<file path="src/hw/rtl/tbps_pkg.sv">
// Shared types and constants for the token bucket packet shaper.
// Depends on nothing; imported by the interfaces, refill divider, top level and bench.
package tbps_pkg;

  // Field widths
  localparam int CMD_W    = 1;
  localparam int LEN_W    = 16;
  localparam int TAG_W    = 32;
  localparam int MS_W     = 16;
  localparam int OUTC_W   = 2;
  localparam int RATE_W   = 24;
  localparam int QLIM_W   = 7;
  localparam int QUOTA_W  = 32;

  // Configuration port
  localparam int CFG_IDX_W  = 1;
  localparam int CFG_DATA_W = 24;
  localparam logic [CFG_IDX_W-1:0] CFG_RATE_LIMIT  = 1'b0;
  localparam logic [CFG_IDX_W-1:0] CFG_QUEUE_LIMIT = 1'b1;

  // Reset values
  localparam logic [RATE_W-1:0]  RATE_RESET  = 24'd4000;
  localparam logic [QLIM_W-1:0]  QLIM_RESET  = 7'd64;
  localparam logic [QUOTA_W-1:0] QUOTA_RESET = 32'd4000;

  // Queue sizing
  localparam int QUEUE_DEPTH_DEF = 64;

  // Commands and outcomes
  localparam logic [CMD_W-1:0]  CMD_SEND  = 1'b0;
  localparam logic [CMD_W-1:0]  CMD_TICK  = 1'b1;
  localparam logic [OUTC_W-1:0] OUTCOME_FORWARDED = 2'd0;
  localparam logic [OUTC_W-1:0] OUTCOME_QUEUED    = 2'd1;
  localparam logic [OUTC_W-1:0] OUTCOME_DROPPED   = 2'd2;

  // Refill divider: rate * ms / 1000 as (rate * ms) * RECIP_1000 >> RECIP_SHIFT
  localparam int PROD_W      = RATE_W + MS_W;   // 40-bit exact product
  localparam int QUOT_W      = 31;              // 2^40 / 1000 < 2^31
  localparam int HALF_W      = PROD_W / 2;      // product taken in two 20-bit halves
  localparam int RECIP_W     = 41;
  localparam int RECIP_LO_W  = 21;              // low part of the reciprocal
  localparam int RECIP_SHIFT = 50;
  localparam logic [RECIP_W-1:0] RECIP_1000 = 41'd1125899906843;  // ceil(2^50 / 1000)
  localparam int MUL_A_W     = RATE_W;
  localparam int MUL_B_W     = RECIP_LO_W;
  localparam int MUL_P_W     = MUL_A_W + MUL_B_W;
  localparam int PP_W        = HALF_W + RECIP_LO_W;
  localparam int ACC_W       = PROD_W + RECIP_W;
  localparam int PP_STEPS    = 4;
  localparam int STEP_W      = 3;

  // One queued descriptor
  typedef struct packed {
    logic [TAG_W-1:0] tag;
    logic [LEN_W-1:0] len;
  } queue_entry_t;

endpackage

</file>
<file path="src/hw/rtl/tbps_refill_div.sv">
// Refill amount unit: rate * ms product, then division by 1000 as a multiply by the
// reciprocal, built from four partial products on one shared multiplier. Depends on tbps_pkg.
module tbps_refill_div import tbps_pkg::*; (
  input  logic              clk,
  input  logic              rst_n,
  input  logic              start,
  input  logic [RATE_W-1:0] rate,
  input  logic [MS_W-1:0]   ms,
  output logic              done,
  output logic [QUOT_W-1:0] quotient
);

  // Partial product weights; step k of the sequence produces weight k
  localparam logic [1:0] W_LL = 2'd0;   // low half * low reciprocal, shift 0
  localparam logic [1:0] W_HL = 2'd1;   // high half * low reciprocal, shift HALF_W
  localparam logic [1:0] W_LH = 2'd2;   // low half * high reciprocal, shift RECIP_LO_W
  localparam logic [1:0] W_HH = 2'd3;   // high half * high reciprocal, shift both

  localparam logic [STEP_W-1:0] LAST_STEP = STEP_W'(PP_STEPS);

  logic               busy_r, busy_nxt;
  logic               done_r, done_nxt;
  logic [STEP_W-1:0]  step_r, step_nxt;
  logic [PROD_W-1:0]  prod_r, prod_nxt;
  logic [PP_W-1:0]    pp_r, pp_nxt;
  logic [1:0]         sh_r, sh_nxt;
  logic [ACC_W-1:0]   acc_r, acc_nxt;
  logic [MUL_A_W-1:0] mul_a;
  logic [MUL_B_W-1:0] mul_b;
  logic [MUL_P_W-1:0] mul_p;
  logic [ACC_W-1:0]   pp_shifted;

  // Shared multiplier: rate * ms on start, then one partial product per step
  always_comb begin
    mul_a = MUL_A_W'(prod_r[HALF_W-1:0]);
    mul_b = RECIP_1000[RECIP_LO_W-1:0];
    if (start) begin
      mul_a = rate;
      mul_b = MUL_B_W'(ms);
    end else begin
      case (step_r[1:0])
        W_LL: begin
          mul_a = MUL_A_W'(prod_r[HALF_W-1:0]);
          mul_b = RECIP_1000[RECIP_LO_W-1:0];
        end
        W_HL: begin
          mul_a = MUL_A_W'(prod_r[PROD_W-1:HALF_W]);
          mul_b = RECIP_1000[RECIP_LO_W-1:0];
        end
        W_LH: begin
          mul_a = MUL_A_W'(prod_r[HALF_W-1:0]);
          mul_b = MUL_B_W'(RECIP_1000[RECIP_W-1:RECIP_LO_W]);
        end
        default: begin
          mul_a = MUL_A_W'(prod_r[PROD_W-1:HALF_W]);
          mul_b = MUL_B_W'(RECIP_1000[RECIP_W-1:RECIP_LO_W]);
        end
      endcase
    end
    mul_p = MUL_P_W'(mul_a) * MUL_P_W'(mul_b);
  end

  // Align the registered partial product to its weight
  always_comb begin
    case (sh_r)
      W_LL:    pp_shifted = ACC_W'(pp_r);
      W_HL:    pp_shifted = ACC_W'(pp_r) << HALF_W;
      W_LH:    pp_shifted = ACC_W'(pp_r) << RECIP_LO_W;
      default: pp_shifted = ACC_W'(pp_r) << (HALF_W + RECIP_LO_W);
    endcase
  end

  // Sequencer: four products, each registered and then added to the accumulator
  always_comb begin
    busy_nxt = busy_r;
    done_nxt = 1'b0;
    step_nxt = step_r;
    prod_nxt = prod_r;
    pp_nxt   = pp_r;
    sh_nxt   = sh_r;
    acc_nxt  = acc_r;
    if (start) begin
      busy_nxt = 1'b1;
      step_nxt = '0;
      prod_nxt = mul_p[PROD_W-1:0];
      acc_nxt  = '0;
    end else if (busy_r) begin
      pp_nxt   = mul_p[PP_W-1:0];
      sh_nxt   = step_r[1:0];
      step_nxt = step_r + 1'b1;
      if (step_r != '0) begin
        acc_nxt = acc_r + pp_shifted;
      end
      if (step_r == LAST_STEP) begin
        busy_nxt = 1'b0;
        done_nxt = 1'b1;
      end
    end
  end

  always_ff @(posedge clk) begin
    if (!rst_n) begin
      busy_r <= 1'b0;
      done_r <= 1'b0;
    end else begin
      busy_r <= busy_nxt;
      done_r <= done_nxt;
    end
    step_r <= step_nxt;
    prod_r <= prod_nxt;
    pp_r   <= pp_nxt;
    sh_r   <= sh_nxt;
    acc_r  <= acc_nxt;
  end

  assign done     = done_r;
  assign quotient = acc_r[ACC_W-1:RECIP_SHIFT];

endmodule

</file>
<file path="config.mk">
export PLATFORM = sky130hd
export DESIGN_NAME = tbps_refill_div
export DESIGN_NICKNAME = d
export VERILOG_FILES = /design/src/hw/rtl/tbps_pkg.sv /design/src/hw/rtl/tbps_refill_div.sv
export SDC_FILE = /design/constraint.sdc
export NUM_CORES = 2
export LEC_CHECK = 0
export CAP_MARGIN = 20
export CELL_PAD_IN_SITES_DETAIL_PLACEMENT = 1
export CELL_PAD_IN_SITES_GLOBAL_PLACEMENT = 2
export CORE_UTILIZATION = 42
export DETAILED_ROUTE_END_ITERATION = 8
export DONT_BUFFER_PORTS = 1
export GPL_ROUTABILITY_DRIVEN = 0
export PLACE_DENSITY_LB_ADDON = 0.2
export REMOVE_ABC_BUFFERS = 1
export SETUP_SLACK_MARGIN = 0.02
export SLEW_MARGIN = 30
export SYNTH_ARGS = -nofsm -noshare
export SYNTH_HDL_FRONTEND = slang
export SYNTH_SLANG_ARGS = --single-unit
</file>
<file path="constraint.sdc">
create_clock -name clk -period 10.2 [get_ports clk]
set_input_delay 0 -clock clk [delete_from_list [all_inputs] [get_ports clk]]
set_output_delay 0 -clock clk [all_outputs]
set_load 0.03 [all_outputs]
</file>
# --- After elaboration in Yosys (flattened, before gate mapping) ---
# Index checks and enable logic that the tools add are counted.
word_totals:
  memories: 0
  ff_bits: 169
  romBits: 0
  latchBits: 0
  mem_bits_rw: 0
classes:
  reduce_logical: 8
  n_shift: 0
  addsub: 2
  n_eq_ne: 5
  order_cmp: 0
  mux: 9
  bitwise: 3
  n_div: 0
  n_mul: 1
op_table:
  columns: ["cell", "count"]
  rows:
  - ["$pmux 81 s3", 1]
  - ["$add 81x81->81", 1]
  - ["$mux 21", 2]
  - ["$mul 24x21->41", 1]
  - ["$mux 24", 1]
  - ["$mux 20", 1]
  - ["$eq 2x1->1 const B", 2]
  - ["$eq 2x2->1 const B", 2]
  - ["$logic_not 2->1", 2]
  - ["$mux 1", 4]
  - ["$reduce_and 2->1", 2]
  - ["$reduce_or 2->1", 2]
  - ["$add 3x1->3 const B", 1]
  - ["$eq 3x3->1 const B", 1]
  - ["$not 1->1", 3]
  - ["$reduce_bool 3->1", 1]
  - ["$reduce_or 3->1", 1]

# --- Depth between registers and ports, before layout ---
logic_depth:
  word_depth: 5
  ltp_mapped: 34
  mapped_depth_nobuf: 31

# --- Least setup slack after synthesis ---
# No wires, ideal clock.
synth_timing:
  kind: "register to register"
  start: "register step_r[0]"
  end: "register pp_r[40], data pin"
  path_stages_with_launch: 32
  arrival_ns: 8.288
  path_slack_ns: 1.652
  setup_ns: 0.260
  required_ns: 9.940
  path_cell_list: "dfxtp_1 > inv_1 > ha_1 > nor2_1 > buf_1 > buf_1 > mux2i_1 > nor2_1 > a21oi_1 > nor2_1 > fa_1 > fa_1 > inv_1 > fa_1 > inv_1 > fa_1 > fa_1 > fa_1 > inv_1 > fa_1 > inv_1 > ha_1 > a21o_1 > a21oi_1 > o21ai_0 > a41oi_1 > a21bo_2 > o221ai_1 > o31ai_1 > a41oi_1 > o21ai_1 > xnor2_1"
synth_between:
  elab_chain_len: 5
synth_rtl:
  columns: ["item", "line", "text"]
  rows:
  - ["from (decl)", "tbps_refill_div.sv:23", "logic [STEP_W-1:0] step_r, step_nxt;"]
  - ["from (signal assigned)", "tbps_refill_div.sv:109", "step_r <= step_nxt;"]
  - ["$eq 2x2->1 (tied with other cells)", "tbps_refill_div.sv:41", "case (step_r[1:0])"]
  - ["$reduce_or 2->1 (no source line)", null, null]
  - ["$mux 20 or $mux 21 (tied branches)", "tbps_refill_div.sv:41", null]
  - ["$mux 24 or $mux 21 (tied branches)", "tbps_refill_div.sv:37", "if (start) begin"]
  - ["$mul 24x21->41 (*)", "tbps_refill_div.sv:60", "mul_p = MUL_P_W'(mul_a) * MUL_P_W'(mul_b);"]
  - ["named net mul_p[40]", "tbps_refill_div.sv:30", "logic [MUL_P_W-1:0] mul_p;"]
  - ["to (signal assigned)", "tbps_refill_div.sv:111", "pp_r <= pp_nxt;"]
  - ["to (decl)", "tbps_refill_div.sv:25", "logic [PP_W-1:0] pp_r, pp_nxt;"]
# The timed path passes the listed nets; every way through them passes the cells marked *.
# A chain may end at the register's enable or synchronous reset.

# --- Final worst setup path ---
layout_timing:
  start: "register step_r[0]"
  end: "register pp_r[39], data pin"
# Same word-level chain as after synthesis.

==> summary.md <==
| Metric | Value |
|---|---|
| Reg clk slew, reported paths | 80 ps |
| Wirelength, routed | 92400 um |
| # DRC | 0 |
| Post-Synthesis Cells | 3138 |
| Setup-failing EPs final | 0 |
| Max incr delay on CP | ~700 ps |
| RSZ-0062 raised after global routing | false |
| Skew-Pair Late Insertion Delay | 460 ps |
| FMAX | around 0.10 GHz |
| Max-cap violations | 0 |
| Distinct cells, synth | 74 |
| Final hold slack | approximately 90 ps |
| Layout area overhead | 4.81% |
| Fin util | ~45% |
| Vias in the first global route | 23800 |
| Hold path depth | 3 |
| Crit share post-route | 93.5% |
| Hold Path End | prod_r[0]$_DFFE_PP_ |
| RR Startpoint | step_r[0]$_SDFFE_PP0P_ |
| Pre-Repair DR Iteration Count | 5 |
| Status | finished, final reports clean |
| Synth top area share | between 20% and 30% |
| Critical path data arrival time | 9750 ps |
| Most numerous cell in the Yosys netlist | inv_1 |
| CP max stage cell | a21oi_1 |
| Ys async rst share | 0% |
| Total CTS buffers | 17 |
| Synth Warn # | 0 |
| Nets | approximately 3700 |
| Most common cell on crit path | fa_1 |
| Rel. slew slack | 35.7% |
| H-tree depth | 4 |
| CTS Sinks | 169 |
| Post-Syn Area | 27100 um2 |
| Starting Density | 42.7% |
| Overflow after GRT | 0 |
| Setup TNS | 0 ps |
| Synth Flop Type | dfxtp_1 |
| Die span in x | about 260 um |
| Clock root buffer master | clkbuf_16 |
| R2R Path End | pp_r[39]$_DFFE_PP_ |
| Crit end category | flop |
| Core ar. | 63400 um2 |
| Flop-to-flop setup slack | 670 ps |
| Worst Max-Slew Pin Slew | 965 ps |
| Detail Route Antenna Nets | 0 |
| PortBufs | 0 |
| Synthesis-stage register bit count | between 150 and 200 |
| Avg Cell Area, Syn | around 8.6 um2 |
| Die ar. | roughly 65000 um2 |
| Site Rows | between 90 and 100 |
| Hold Fails Final Rpt | 0 |
| Vias | ~22000 |
| Layout Skew | 14.9 ps |
| Synth top cells by count | inv_1, fa_1, nand2_1 |
| Synth area leader | fa_1 |
| Fillers | about 7500 |
| Diodes inserted | 0 |
| Seq/Total Area, Yosys | between 15 and 20% |
| Hold/Removal Path Class | primary input to flop |
| CP Launch Type | flop |
| Register-to-Register Path Depth | 29 |
| First-pass GRT wire length | between 100000 and 150000 um |
| WL/cell | around 24 um |
| CTS tree | yes |
| Pins Over Slew Limit | 0 |
| Post-synth EDFFs | 83 |
| I/O Pins | 75 |
| CTS max path bufs | 2 |
| Hold Path Origin | ms[0] |
| Largest net degree at the start of global routing | 179 |
| Largest cells by area after synthesis | fa_1, ha_1, edfxtp_1 |
| Vias per cell | around 5.6 |
| Kind of critical path | flop to flop |
| Initial antenna violation count | 1 |
| Final Critical Period | 9530 ps |
| Total GRT Usage | 28.5% |
| Share of post-route cells with drive strength above 1 | ~4.3% |
| Die H | 256 um |
| DRT iter0 DRCs | 1147 |
| Worst Path Max Fanout | 11 |
| Hpwl dp | 76100 um |
| Data required, critical path | roughly 10000 ps |
[metal layers]
metal	track usage (%)	part of all wire [%]	vias to the layer above
li1	-	-	9984
met1	36.6	44	11300
met2	50.4	50	459
met3	2.80	3.4	122
met4	8.57	2.9	0
met5	0	0	-
[worst max-delay path: cells and delay by family, from the launching register on]
kind            cells  cell delay, ps
fa+ha+maj           9            4150
compound gates      9            2490
simple gates        3             890
buf+inv             6             630
flops               1             420
xor+xnor            1             370
mux                 1             310
[layout by cell type (no fill, tap or decap), types with 29 or more instances in the layout]
cell      count
dfxtp_1      86
nand4_1      29
a21o_1       73
buf_4        38
and2_1       32
ha_1        236
a21oi_1     212
o21ai_0      90
nor2_1      265
nor3_1       29
edfxtp_1     83
xor2_1       43
o21bai_1     33
nand3_1      44
inv_1       505
a22o_1       41
xnor2_1      74
nand2_1     352
and3_1      109
fa_1        386
[layout make-up]
class	count	area, um2	share of cell area [%]
Sequential cell	169	4210	14.8
Inverter	506	1900	6.69
Tap cell	846	1060	3.73
Timing Repair Buffer	42	360	1.27
Clock inverter	15	133	0.467
Multi-Input combinational cell	2306	20300	71.5
Clock buffer	17	425	1.50
[per-stage QoR]
| stage | instance area (um2) | setup slack, ps | cells |
|---|---|---|---|
| floorplan | 26400 | 1290 | 2981 |
| global placement | 27700 | 834 | 3865 |
| detailed placement | 27800 | 739 | 3866 |
| CTS | 28400 | 716 | 3901 |
| global route | 28400 | 282 | 3901 |
| finish | 28400 | 665 | 3901 |
[sequential cells by signal, indices dropped and copies added (netlist names)]
register,cells
pp_r,41
prod_r,40
acc_r,81
sh_r,2
done,1
step_r,3
busy_r,1
[cell families after synthesis]
logic type	Yosys count	synth area share (%)
and+or+nand+nor	934	15.6
buffers and inverters	672	9.77
adders and majority gates	622	39.4
AOI/OAI and AO/OA	574	13.9
DFF	169	15.6
xor gates and xnor gates	117	3.78
muxes	49	1.92
other	1	0.0138
[timing repair]
action,CTS,global route
hold buffers,3,0
resized for setup,0,0
setup buffers,0,0
endpoints found under the hold margin,105,0
[worst max-delay path by stage]
stage	from	to	slack [ps]	cells after the start
global route	step_r[0]$_SDFFE_PP0P_	pp_r[35]$_DFFE_PP_	280	30
global placement	step_r[0]$_SDFFE_PP0P_	pp_r[39]$_DFFE_PP_	830	29
CTS	step_r[0]$_SDFFE_PP0P_	pp_r[39]$_DFFE_PP_	720	28
floorplan	step_r[0]$_SDFFE_PP0P_	pp_r[40]$_DFFE_PP_	1290	29
finish	step_r[0]$_SDFFE_PP0P_	pp_r[39]$_DFFE_PP_	670	29
detailed placement	step_r[0]$_SDFFE_PP0P_	pp_r[39]$_DFFE_PP_	740	29
Power is not shown: default switching activity piles up to over one toggle a cycle in this logic, so the estimate is an artifact.
